==> src/hw/rtl/ldu_pkg.sv <==
// ----------------------------------------------------------------------------
// ldu_pkg: shared types and constants for the lens undistortion block
// Coordinate format, register indexes, sequencer states, operation codes.
// ----------------------------------------------------------------------------
`default_nettype none
package ldu_pkg;
	localparam int CoordW = 32;
	localparam int FracW = 28;
	localparam int IterLimit = 64;
	localparam int IterW = 7;
	localparam int TolW = 31;
	localparam int CfgIdxW = 3;

	localparam logic [CfgIdxW-1:0] RegK1 = 3'd0;
	localparam logic [CfgIdxW-1:0] RegK2 = 3'd1;
	localparam logic [CfgIdxW-1:0] RegK3 = 3'd2;
	localparam logic [CfgIdxW-1:0] RegP1 = 3'd3;
	localparam logic [CfgIdxW-1:0] RegP2 = 3'd4;
	localparam logic [CfgIdxW-1:0] RegTol = 3'd5;
	localparam logic [CfgIdxW-1:0] RegIter = 3'd6;

	localparam logic signed [CoordW-1:0] VMax = {1'b0, {(CoordW-1){1'b1}}};
	localparam logic signed [CoordW-1:0] VMin = {1'b1, {(CoordW-1){1'b0}}};
	localparam logic signed [CoordW-1:0] One = CoordW'(64'sd1 <<< FracW);

	typedef enum logic [1:0] {
		OP_MUL,
		OP_ADD,
		OP_SUB
	} op_t;

	typedef enum logic [2:0] {
		ST_IDLE,
		ST_ALU,
		ST_DIV,
		ST_STEP,
		ST_DONE
	} state_t;

	typedef struct packed {
		logic fwd_only;
		logic last_iter;
	} phase_t;
endpackage
`default_nettype wire

==> src/hw/rtl/ldu_div.sv <==
// ----------------------------------------------------------------------------
// ldu_div: radix-2 fixed-point divider
// Rounded signed quotient of a by b with saturation, one bit per cycle.
// ----------------------------------------------------------------------------
`default_nettype none
module ldu_div (
	input wire logic clk,
	input wire logic arst_n,
	input wire logic go,
	input wire logic signed [ldu_pkg::CoordW-1:0] a,
	input wire logic signed [ldu_pkg::CoordW-1:0] b,
	output logic done,
	output logic signed [ldu_pkg::CoordW-1:0] q,
	output logic ovf
);
	import ldu_pkg::*;
	localparam int NumW = CoordW + FracW;
	localparam int CntW = $clog2(NumW + 1);

	logic [NumW-1:0] num_q;
	logic [NumW-1:0] quo_q;
	logic [CoordW:0] rem_q;
	logic [CoordW-1:0] den_q;
	logic neg_q;
	logic [CntW-1:0] cnt_q;
	logic run_q;
	logic fin_q;

	logic [CoordW:0] rsh;
	logic [CoordW:0] rsub;
	logic [NumW:0] qr;
	logic [CoordW:0] lim;
	logic big;

	assign rsh = {rem_q[CoordW-1:0], num_q[NumW-1]};
	assign rsub = rsh - {1'b0, den_q};
	assign qr = {1'b0, quo_q} + ((rem_q >= ({1'b0, den_q} - rem_q)) ? 1'b1 : 1'b0);
	assign lim = neg_q ? {1'b0, VMin} : {1'b0, VMax};
	assign big = (qr > {{(NumW-CoordW){1'b0}}, lim});

	always_ff @(posedge clk or negedge arst_n) begin
		if (!arst_n) begin
			run_q <= 1'b0;
			fin_q <= 1'b0;
			cnt_q <= '0;
		end else begin
			fin_q <= 1'b0;
			if (go) begin
				run_q <= (b != '0);
				fin_q <= (b == '0);
				cnt_q <= CntW'(NumW);
			end else if (run_q) begin
				cnt_q <= cnt_q - 1'b1;
				if (cnt_q == CntW'(1)) begin
					run_q <= 1'b0;
					fin_q <= 1'b1;
				end
			end
		end
	end

	always_ff @(posedge clk) begin
		if (go) begin
			num_q <= {(a[CoordW-1] ? CoordW'(-a) : CoordW'(a)), {FracW{1'b0}}};
			den_q <= b[CoordW-1] ? CoordW'(-b) : CoordW'(b);
			neg_q <= a[CoordW-1] ^ b[CoordW-1];
			rem_q <= '0;
			quo_q <= '0;
			if (b == '0) neg_q <= a[CoordW-1];
		end else if (run_q) begin
			num_q <= {num_q[NumW-2:0], 1'b0};
			if (!rsub[CoordW]) begin
				rem_q <= rsub;
				quo_q <= {quo_q[NumW-2:0], 1'b1};
			end else begin
				rem_q <= rsh;
				quo_q <= {quo_q[NumW-2:0], 1'b0};
			end
		end
	end

	always_comb begin
		done = fin_q;
		if (den_q == '0) begin
			ovf = 1'b1;
			q = neg_q ? VMin : VMax;
		end else if (big) begin
			ovf = 1'b1;
			q = neg_q ? VMin : VMax;
		end else begin
			ovf = 1'b0;
			q = neg_q ? CoordW'(-qr[CoordW-1:0]) : qr[CoordW-1:0];
		end
	end
endmodule
`default_nettype wire

==> config.mk <==
export PLATFORM = sky130hd
export DESIGN_NAME = ldu_div
export DESIGN_NICKNAME = d
export VERILOG_FILES = /design/src/hw/rtl/ldu_pkg.sv /design/src/hw/rtl/ldu_div.sv
export SDC_FILE = /design/constraint.sdc
export NUM_CORES = 1
export LEC_CHECK = 0
export BUFFER_PORTS_ARGS = -buffer_cell sky130_fd_sc_hd__buf_2
export CORE_MARGIN = 2
export CORE_UTILIZATION = 30
export CTS_CLUSTER_SIZE = 16
export DETAILED_ROUTE_END_ITERATION = 10
export GPL_TIMING_DRIVEN = 0
export SLEW_MARGIN = 25
export SYNTH_ARGS = -nofsm -noshare
export SYNTH_HDL_FRONTEND = slang
export SYNTH_SLANG_ARGS = --single-unit
==> constraint.sdc <==
create_clock -name clk -period 11.7 [get_ports clk]
set_clock_uncertainty 0.2 [all_clocks]
set_input_delay 1.755 -clock clk [delete_from_list [all_inputs] [get_ports clk]]
set_output_delay 1.755 -clock clk [all_outputs]
set_load 0.02 [all_outputs]
# Yosys cells after proc, flatten, opt, wreduce, memory -nomap -nowiden
# Cells that the tools add are included.
totals:
  register_bits: 166
  input_bits: 67
  wordCells: 47
op_classes:
  add_sub_neg: 7
  n_lt_le_gt_ge: 2
  eq_ne: 1
  muxes: 23
  bitwise_logic: 1
  reduce_logical: 4
ops:
  columns: ["operator", "n"]
  rows:
  - ["$mux W32", 6]
  - ["$mux W60", 2]
  - ["$neg A32 Y32", 3]
  - ["$logic_not A32 Y1", 2]
  - ["$add A60 B1 Y61", 1]
  - ["$gt A61 B32 Y1", 1]
  - ["$ge A33 B33 Y1", 1]
  - ["$mux W33", 1]
  - ["$sub A32 B33 Y33", 1]
  - ["$sub A33 B32 Y33", 1]
  - ["$reduce_bool A32 Y1", 1]
  - ["$mux W31", 1]
  - ["$mux W6", 2]
  - ["$mux W1", 11]
  - ["$eq A6 B1 Y1 const B", 1]
  - ["$sub A6 B1 Y6 const B", 1]
  - ["$reduce_bool A2 Y1", 1]
  - ["$xor A1 B1 Y1", 1]

# Depth between registers and ports, before layout
# Gate-level depths: netlist (run 1).
depth:
  depth_word: 8
  mapped_depth: 45
  depth_no_buf: 40

# Worst setup path before layout (run 1)
# Ideal clock, no wire load.
synth_timing:
  kind: "flip-flop to output port"
  startpoint: "reg den_q[0]"
  endpoint: "out q[0] (netlist name)"
  arrival_time_ns: 8.124
  path_slack_ns: 1.621
  path_stages_with_launch: 41
  n_path_buf: 3
  path_cell_list: "edfxtp_1 inv_1 ha_1 inv_1 fa_1 a211oi_1 o21bai_1 a31oi_1 o21ai_0 a21o_1 a21oi_1 xor2_1 ha_1 nand4_1 or2_2 o221ai_1 a21oi_1 o31ai_1 (+5 left out) or4_1 buf_2 nor2_1 and3_1 xnor2_1 inv_1 ha_1 a21oi_1 nand2_1 a221oi_1 o211ai_1 a2111oi_0 o21ai_0 a31oi_1 and2_4 buf_12 buf_8 mux2i_1"
synth_via:
  elab_chain_cells: 8
  elab_cells_between_ends: 10
synth_lines:
  columns: ["element", "line_no", "rtl"]
  rows:
  - ["from (decl)", "ldu_div.sv:23", "logic [CoordW-1:0] den_q;"]
  - ["from (signal assigned)", "ldu_div.sv:65", "den_q <= b[CoordW-1] ? CoordW'(-b) : CoordW'(b);"]
  - ["$sub A32 B33 Y33", "ldu_div.sv:37", "assign qr = {1'b0, quo_q} + ((rem_q >= ({1'b0, den_q} - rem_q)) ? 1'b1 : 1'b0);"]
  - ["$ge A33 B33 Y1", "ldu_div.sv:37", null]
  - ["$mux W1", "ldu_div.sv:37", null]
  - ["$add A60 B1 Y61", "ldu_div.sv:37", null]
  - ["$neg A32 Y32", "ldu_div.sv:92", "q = neg_q ? CoordW'(-qr[CoordW-1:0]) : qr[CoordW-1:0];"]
  - ["$mux W32", "ldu_div.sv:92", null]
  - ["$mux W32", "ldu_div.sv:87", "end else if (big) begin"]
  - ["$mux W32 (*)", "ldu_div.sv:84", "if (den_q == '0) begin"]
  - ["to (decl)", "ldu_div.sv:13", "output logic signed [ldu_pkg::CoordW-1:0] q,"]
# Every way passes the cells marked *; elsewhere a longest branch is shown, timed or not.

# Final worst setup path (run 1)
# Ends and elaborated chain as after synthesis.

==> flow_summary.ini, run 1 <==
[placement]
routabilityCongestion = 0.9241
io_buffers = 100
dpl_cell_area_mm2 = 0.01654
hpwl_mm = 33.65
dp.cells = 2637

[yosys]
post_synth_num_cell_types = 74
syn_nets = 2069
synth_edf_count = 65
syn_area_mm2 = 0.01519
synth-seq-area-share = 0.2643
yosys_warnings = 0
synth_ff_type = dfxtp_1
synth_seq_cells = 166
syn_inst = 1864
synth-async-reset-ratio = 0.04819
syn_avg_cell_area_um2 = 8.147

[drt]
ant_nets = 0
wl_per_cell_um = 16.01
vias_per_cell = 5.269
vias = 14150
drt-pass1-iter-count = 5
dr.first_iter.drc_count = 806
drt_wl_total_mm = 42.98
drc = 0

[power_and_ir_drop]
p_leak_uw = 0.008004
power.share.switching = 0.4640
intPower_uw = 1891
pwr-share-seq = 0.222
netSwitchingPower_uw = 1637
total_power_uw = 3529
combPwrFrac = 0.609
pwr_density_cell_mw_per_mm2 = 199.4
ir_worst_vdd_mv = 0.1146
pwr-share-clk = 0.169

[cells_and_area]
fin_nets = 2205
areaGrowthSynthToFinish_pct = 16.51
final_cell_mix = nor2_1 (177), ha_1 (135), a21oi_1 (128)
drive_above_1_share = 0.1321
stdcell_area_mm2 = 0.01769
stdcell_count = 2685
antenna_cells = 0
final_common_cell = nor2_1

[critical_path]
arrival_ps = 9260
ff2ff_setup_slack_ps = 6210
crit_slowest_cell = or4_1
max_stage_delay_ps = 530
reg2reg_depth = 18
cp.required_ps = 9750
start_kind = flip-flop
endpoint_kind = output pin
cp_max_fo = 10
critical_path_class = reg2out

[clocking]
clkTransAtPathRegs_ps = 80
tritoncts = done
cts_root_buf = clkbuf_16
cts_buffer_depth = 2
worstSkewPairLatency_ps = 440
clock_sinks = 166
cts_htree_levels = 4
cts_buffers = 17

[global_routing]
gr-total-overflow = 0
grt_usage = 0.1613
antenna_found_initial = 1
first_global_vias = 13560
grt_pass1_wl_mm = 69.86
grt_max_degree = 35

[die]
initial_core_util = 0.3033
core_area_mm2 = 0.05007
die_y_um = 229.0
die_w_um = 229.0
rows = 82
dieArea_mm2 = 0.05243
ios = 101

[timing]
hold_violations = 0
slew_viol_final = 0
fin_crit_sh = 0.9588
clock.fmax_ghz = 0.08915
slew-limit-headroom = 0.4230
finalCriticalPeriod_ps = 11220
finalSetupViolCount = 0
setup_tns_ps = 0
worst_slew_pin_slew_ps = 853.5

[worst_hold_path]
worst_hold_path_type = reg2reg
worstHoldPathCells = 2

[job]
drv.max_cap_violation_count = 0

[run_status]
status = finished clean
## Yosys cell counts (11+ instances only)
master    number  area share
nand2_1       93       0.023
dfxtp_1       93        0.12
buf_2         11      0.0036
o31ai_1       28       0.014
and3_1        18      0.0074
a22o_1        25       0.014
or3_1         24      0.0099
a21o_1        51       0.025
ha_1         136        0.11
nor4_1        27       0.011
xor2_1        64       0.037
o21a_1        13      0.0064
nor2_1       184       0.045
mux2i_1       81       0.053
a211oi_1      43       0.021
a31oi_1       20      0.0082
nand4_1       45       0.019
inv_1        127       0.031
or2_2         12      0.0049
edfxtp_1      65        0.13
clkbuf_1      74       0.018
or4_1         16      0.0079
nand3_1       74       0.024
nor3_1        37       0.012
a21oi_1      130       0.043
nand2b_1      24      0.0099
o21ai_0       83       0.027
xnor2_1       96       0.055
## final cells by class
| type | count | area [um^2] |
|---|---|---|
| Fill cell | 5274 | 32370 |
| Multi-Input combinational cell | 1468 | 10630 |
| Sequential cell | 166 | 4018 |
| Tap cell | 672 | 840.8 |
| Timing Repair Buffer | 119 | 653.1 |
| Inverter | 129 | 484.2 |
| Buffer | 99 | 447.9 |
| Clock buffer | 17 | 425.4 |
| Clock inverter | 15 | 197.7 |
## path summary, 6_finish.rpt
kind,start,endpoint
setup / recovery,den_q[0]$_DFFE_PP_,q[0]
hold / removal,quo_q[0]$_SDFFE_PP0P_,quo_q[0]$_SDFFE_PP0P_
setup reg to reg,den_q[0]$_DFFE_PP_,rem_q[26]$_SDFFE_PP0P_
hold reg to reg,quo_q[0]$_SDFFE_PP0P_,quo_q[0]$_SDFFE_PP0P_
max in group asynchronous,arst_n,cnt_q[5]$_DFFE_PN0P_
min in group asynchronous,arst_n,cnt_q[2]$_DFFE_PN0P_
## registers in the layout, indices dropped and copies added (netlist names)
name and cells:
cnt_q 6, den_q 32, done 1, neg_q 1, num_q 32, quo_q 60
rem_q 33, run_q 1
## worst max-delay path, delay by kind of cell, from the launching register on
family,cells,cell delay (ps)
adders and majority gates,5,1490
DFF,1,430
muxes,1,220
AOI/OAI and AO/OA,9,1840
xor gates and xnor gates,1,160
and+or+nand+nor,17,3650
buffers and inverters,8,1020
## kinds of logic (layout without fill, tap and decap cells)
| kind of cell | Yosys count | after routing | synth area share |
|---|---|---|---|
| DFF | 166 | 166 | 0.2643 |
| and+or+nand+nor | 599 | 599 | 0.2000 |
| buffers and inverters | 230 | 379 | 0.06130 |
| adders and majority gates | 138 | 138 | 0.1147 |
| muxes | 84 | 84 | 0.05562 |
| AOI/OAI and AO/OA | 487 | 487 | 0.2117 |
| xor gates and xnor gates | 160 | 160 | 0.09228 |
## layer usage
metal,wire (um),up-vias,GRT usage
met1,20900,6652,0.2210
met4,717,2,0.04140
li1,-,7115,-
met3,1930,45,0.02104
met5,8,-,0
met2,19420,333,0.2672
## power groups by stage
stage / sequential (uW) / combinational, uW / clock, uW
2_1_floorplan: 755 / 1560 / 0
5_1_grt: 793 / 2390 / 632
4_1_cts: 778 / 2070 / 610
3_5_place_dp: 791 / 2030 / 0
3_3_place_gp: 792 / 1990 / 0
6_report: 782 / 2150 / 598
## metrics by stage
stage / hold WS (ps) / util / setup WS, ps
2_1_floorplan: 253.3 / - / 1621
3_3_place_gp: 297.7 / 0.3301 / -534.7
3_5_place_dp: 308.7 / 0.3304 / -707.5
4_1_cts: 321.3 / 0.3457 / 8.371
5_1_grt: 353.3 / 0.3534 / -51.69
6_report: 317.8 / 0.3534 / 482.5
## timing repair
item,4_1_cts,5_1_grt
hold buffers,0,0
endpoints found under the setup margin,33,33
buffers inserted,6,12
pin swaps,8,20
gates resized for setup,26,63
hold endpoints to repair,0,0
No activity file was read; power rests on OpenSTA's default activity.
==> inputs of run 2 (changes only) <==
--- a/config.mk
+++ b/config.mk
@@ -6,11 +6,13 @@
 export NUM_CORES = 1
 export LEC_CHECK = 0
 export BUFFER_PORTS_ARGS = -buffer_cell sky130_fd_sc_hd__buf_2
+export CAP_MARGIN = 20
 export CORE_MARGIN = 2
 export CORE_UTILIZATION = 30
 export CTS_CLUSTER_SIZE = 16
 export DETAILED_ROUTE_END_ITERATION = 10
 export GPL_TIMING_DRIVEN = 0
+export PLACE_DENSITY = 0.5
 export SLEW_MARGIN = 25
 export SYNTH_ARGS = -nofsm -noshare
 export SYNTH_HDL_FRONTEND = slang
==> flow_summary.ini, run 2 (synthesis gave the netlist of run 1 again) <==
[clocking]
clkTransAtPathRegs_ps = 80
worstSkewPairLatency_ps = 470
cts_root_buf = clkbuf_16
cts_buffer_depth = 2
cts_buffers = 17
tritoncts = done
cts_htree_levels = 4
clock_sinks = 166

[critical_path]
reg2reg_depth = 18
endpoint_kind = output pin
cp.depth = 41
ff2ff_setup_slack_ps = 6290
endpoint = q[0]
crit_buf_inv = 8
cp-startpoint = den_q[0]$_DFFE_PP_
reg2reg_to = rem_q[28]$_SDFFE_PP0P_
cp.required_ps = 9750
arrival_ps = 9290
critical_path_class = reg2out
timing.rr.start = den_q[0]$_DFFE_PP_
max_stage_delay_ps = 540
crit_slowest_cell = or4_4
crit_family = simple AND/OR/NAND/NOR gates
start_kind = flip-flop
cp_max_fo = 10

[cells_and_area]
largestRegisters = quo_q: 60 flops, rem_q: 33 flops
final_common_cell = nor2_1
drive_above_1_share = 0.1254
areaGrowthSynthToFinish_pct = 15.76
regArea_mm2 = 0.004020
multi_input_area_mm2 = 0.01053
largest_reg_flops = 60
fillers = 5371
fin_util = 0.3511
stdcell_count = 2683
fin_nets = 2202
final_cell_mix = nor2_1 (178), ha_1 (135), a21oi_1 (128)
stdcell_area_mm2 = 0.01758
top_register = quo_q

[drt]
vias = 13970
drc = 0
drt_wl_total_mm = 43.90
ant_nets = 0
vias_per_cell = 5.206
wl_per_cell_um = 16.36
dr.first_iter.drc_count = 785
drt-pass1-iter-count = 5

[timing]
slew-limit-headroom = 0.4324
clock.fmax_ghz = 0.08896
worst_slew_pin_slew_ps = 851.4
slew_viol_final = 0
finalCriticalPeriod_ps = 11240
finalSetupViolCount = 0
hold_violations = 0
fin_crit_sh = 0.9607
setup_tns_ps = 0

[power_and_ir_drop]
pwr_density_cell_mw_per_mm2 = 199.9
total_power_uw = 3514
p_leak_uw = 0.007949
ir_worst_vdd_mv = 0.1335

[global_routing]
antenna_found_initial = 0
grt_max_degree = 35
first_global_vias = 13500
grt_usage = 0.1678
gr-total-overflow = 0
grt_pass1_wl_mm = 71.81

[die]
dieArea_mm2 = 0.05243
die_w_um = 229.0
rows = 82
ios = 101
initial_core_util = 0.3033
die_y_um = 229.0
core_area_mm2 = 0.05007

[run_status]
status = finished clean

[placement]
routabilityCongestion = 0.8449
hpwl_mm = 34.72
dp.cells = 2637
dpl_cell_area_mm2 = 0.01654
io_buffers = 100

[job]
drv.max_cap_violation_count = 0

[worst_hold_path]
worst_hold_path_type = reg2reg
-- run 2: power by group --
group | total, uW | switching (uW) | leakage [uW] | internal, uW
registers | 782 | 93.8 | 0.00149 | 688
clock network | 602 | 290 | 0.000306 | 312
logic | 2130 | 1250 | 0.00615 | 883
-- run 2: through the flow --
stage | hold WS, ps | setup WS [ps]
3_3_place_gp | 305.3 | -887.0
3_5_place_dp | 309.1 | -879.5
4_1_cts | 321.2 | 38.97
6_report | 324.8 | 459.3
2_1_floorplan | 253.3 | 1621
5_1_grt | 344.9 | -24.80
-- run 2: routing by layer --
metal	vias to the layer above	track usage	part of all wire	wire, um
li1	7112	-	-	-
met1	6563	0.2326	0.50	21820
met2	255	0.2741	0.45	19830
met3	38	0.01905	0.033	1462
met4	0	0.04850	0.018	789
met5	-	0	0	0
-- run 2: final cells by class --
type	count	area share
repair buffers	116	0.03587
flip-flops and latches	166	0.2287
multi-input cells	1468	0.5990
diodes	1	0.0001423
well taps	672	0.04783
inverters	129	0.02754
clock inverters	15	0.01153
plain buffers	99	0.02520
clock buffers	17	0.02420
-- run 2: worst min-delay path by stage --
stage / from / to / cells after the start / slack, ps
6_report: quo_q[0]$_SDFFE_PP0P_ / quo_q[0]$_SDFFE_PP0P_ / 2 / 320
5_1_grt: quo_q[0]$_SDFFE_PP0P_ / quo_q[0]$_SDFFE_PP0P_ / 2 / 340
4_1_cts: quo_q[0]$_SDFFE_PP0P_ / quo_q[0]$_SDFFE_PP0P_ / 2 / 320
3_5_place_dp: quo_q[0]$_SDFFE_PP0P_ / quo_q[0]$_SDFFE_PP0P_ / 2 / 310
3_3_place_gp: quo_q[0]$_SDFFE_PP0P_ / quo_q[0]$_SDFFE_PP0P_ / 2 / 310
2_1_floorplan: quo_q[0]$_SDFFE_PP0P_ / quo_q[0]$_SDFFE_PP0P_ / 2 / 250
-- run 2: timing repair --
item                                    4_1_cts  5_1_grt
pin swaps                                     9       18
hold buffers                                  0        0
endpoints found under the setup margin       33       33
buffers inserted                              8        7
resized for setup                            30       40
-- run 2: worst register-to-register path, delay by kind of cell, from the launching register on --
kind | cells | cell delay (ps)
flops | 1 | 400
buf+inv | 3 | 1060
compound gates | 7 | 1560
fa+ha+maj | 3 | 670
simple gates | 5 | 1390
==> inputs of run 3 (changes only) <==
--- a/config.mk
+++ b/config.mk
@@ -7,6 +7,7 @@
 export LEC_CHECK = 0
 export BUFFER_PORTS_ARGS = -buffer_cell sky130_fd_sc_hd__buf_2
 export CAP_MARGIN = 20
+export CORE_ASPECT_RATIO = 0.8
 export CORE_MARGIN = 2
 export CORE_UTILIZATION = 30
 export CTS_CLUSTER_SIZE = 16
==> flow_summary.ini, run 3 (synthesis gave the netlist of run 1 again) <==
[timing]
finalCriticalPeriod_ps = 11240
finalSetupViolCount = 0
hold_violations = 0
clock.fmax_ghz = 0.08901
worst_slew_pin_slew_ps = 953.6
rsz0062_at_grt = no
setup_tns_ps = 0
slew_viol_final = 0
fin_crit_sh = 0.9603
slew-limit-headroom = 0.3584

[critical_path]
crit_top_cell = nand4_1
reg2reg_to = rem_q[25]$_SDFFE_PP0P_
cp_max_fo = 10
reg2reg_depth = 17
critical_path_class = reg2out
start_kind = flip-flop
cp.required_ps = 9750
timing.rr.start = den_q[0]$_DFFE_PP_
endpoint_kind = output pin
crit_slowest_cell = or4_1
arrival_ps = 9280
ff2ff_setup_slack_ps = 6140
max_stage_delay_ps = 560

[drt]
drt-pass1-iter-count = 7
wl_met3_mm = 2.543
routed-wl-met2_mm = 19.44
drc = 0
ant_nets = 0
wl_per_cell_um = 17.05
drt_wl_total_mm = 45.96
vias = 14280
top_layer_used = met4
dr.first_iter.drc_count = 908
wl_met1_mm = 23.10
vias_per_cell = 5.297

[global_routing]
gr-total-overflow = 0
antenna_found_initial = 2
first_global_vias = 13840
grt_usage = 0.1746
grt_pass1_wl_mm = 73.75
grt_max_degree = 35

[clocking]
clkTransAtPathRegs_ps = 70
cts_buffer_depth = 2
worstSkewPairLatency_ps = 460
cts_htree_levels = 4
hold_buffers = 0
cts_buffers = 17
clock_sinks = 166
tritoncts = done
cts_root_buf = clkbuf_16

[die]
dieArea_mm2 = 0.05245
die_y_um = 205.2
initial_core_util = 0.3045
die_w_um = 255.5
ios = 101
core_area_mm2 = 0.04987
rows = 73

[power_and_ir_drop]
total_power_uw = 3554
pwr-share-seq = 0.221
ir_worst_vdd_mv = 0.08608
netSwitchingPower_uw = 1659
pwr-share-clk = 0.165
combPwrFrac = 0.614
pwr_density_cell_mw_per_mm2 = 200.4
intPower_uw = 1894
power.share.switching = 0.4670
p_leak_uw = 0.008009

[cells_and_area]
drive_above_1_share = 0.1347
areaGrowthSynthToFinish_pct = 16.76
stdcell_count = 2696
largest_reg_flops = 60
largestRegisters = quo_q: 60 flops, rem_q: 33 flops
final_common_cell = nor2_1
top_register = quo_q
fillers = 5274
final_cell_mix = nor2_1 (176), ha_1 (133), a21oi_1 (128)
stdcell_area_mm2 = 0.01773
fin_nets = 2212

[placement]
routabilityCongestion = 0.8545
io_buffers = 100
dpl_cell_area_mm2 = 0.01655
dp.cells = 2640
hpwl_mm = 36.05

[worst_hold_path]
worstHoldPathCells = 2
hold_end = quo_q[0]$_SDFFE_PP0P_
worst_hold_path_type = reg2reg
worstHoldStart = quo_q[0]$_SDFFE_PP0P_

[job]
drv.max_cap_violation_count = 0

[run_status]
status = finished clean
## run 3: metrics by stage
step                      worst slack, ps    util  hold WS (ps)
final                               465.0  0.3555         311.4
after global routing                42.49  0.3555         351.5
after CTS                           6.125  0.3499         320.2
after detailed placement            -1185  0.3318         308.2
after global placement             -981.0  0.3315         301.9
after floorplan                      1621       -         253.3
## run 3: final cells by class
| cell class | instances | area, um^2 | area share |
|---|---|---|---|
| multi-input combinational | 1468 | 10620 | 0.5989 |
| antenna | 1 | 2.502 | 0.0001411 |
| clock inverter | 15 | 180.2 | 0.01016 |
| clock buffer | 17 | 425.4 | 0.02399 |
| sequential | 166 | 4018 | 0.2266 |
| buffer | 99 | 451.7 | 0.02547 |
| tap | 675 | 844.6 | 0.04763 |
| timing repair buffer | 126 | 705.7 | 0.03980 |
| inverter | 129 | 484.2 | 0.02731 |
## run 3: timing repair
action | in CTS | in global routing
resized for setup | 47 | 47
pin swaps | 14 | 20
buffers inserted | 13 | 12
setup endpoints to repair | 33 | 33
## run 3: worst max path at each step
| stage | depth (start not counted) | slack [ps] | from | end |
|---|---|---|---|---|
| 2_1_floorplan | 40 | 1620 | den_q[0]$_DFFE_PP_ | q[0] |
| 3_3_place_gp | 42 | -980 | den_q[0]$_DFFE_PP_ | q[0] |
| 3_5_place_dp | 42 | -1180 | den_q[0]$_DFFE_PP_ | q[0] |
| 4_1_cts | 40 | 6 | rem_q[1]$_SDFFE_PP0P_ | q[0] |
| 5_1_grt | 42 | 40 | den_q[0]$_DFFE_PP_ | q[7] |
| 6_report | 43 | 460 | den_q[0]$_DFFE_PP_ | q[0] |
## run 3: worst max-delay path: cells and delay by family, from the launching register on
family	cells	cell delay, ps
multiplexers	1	190
adder cells (fa/ha/maj)	5	1280
flip-flops	1	410
AO/OA/AOI/OAI	12	2040
buffers and inverters	8	1000
XOR/XNOR	2	330
AND/OR/NAND/NOR	15	3520
## run 3: power by group through the flow
stage,clock (uW),sequential (uW),combinational (uW)
after global placement,0,798,2020
after detailed placement,0,796,2050
final,587,784,2180
after floorplan,0,755,1560
after global routing,631,796,2440
after CTS,606,783,2120
## run 3: routing by layer
metal	up-vias	track usage
li1	7128	-
met1	6767	0.2510
met2	349	0.2635
met4	0	0.04950
met3	38	0.03511
met5	-	0
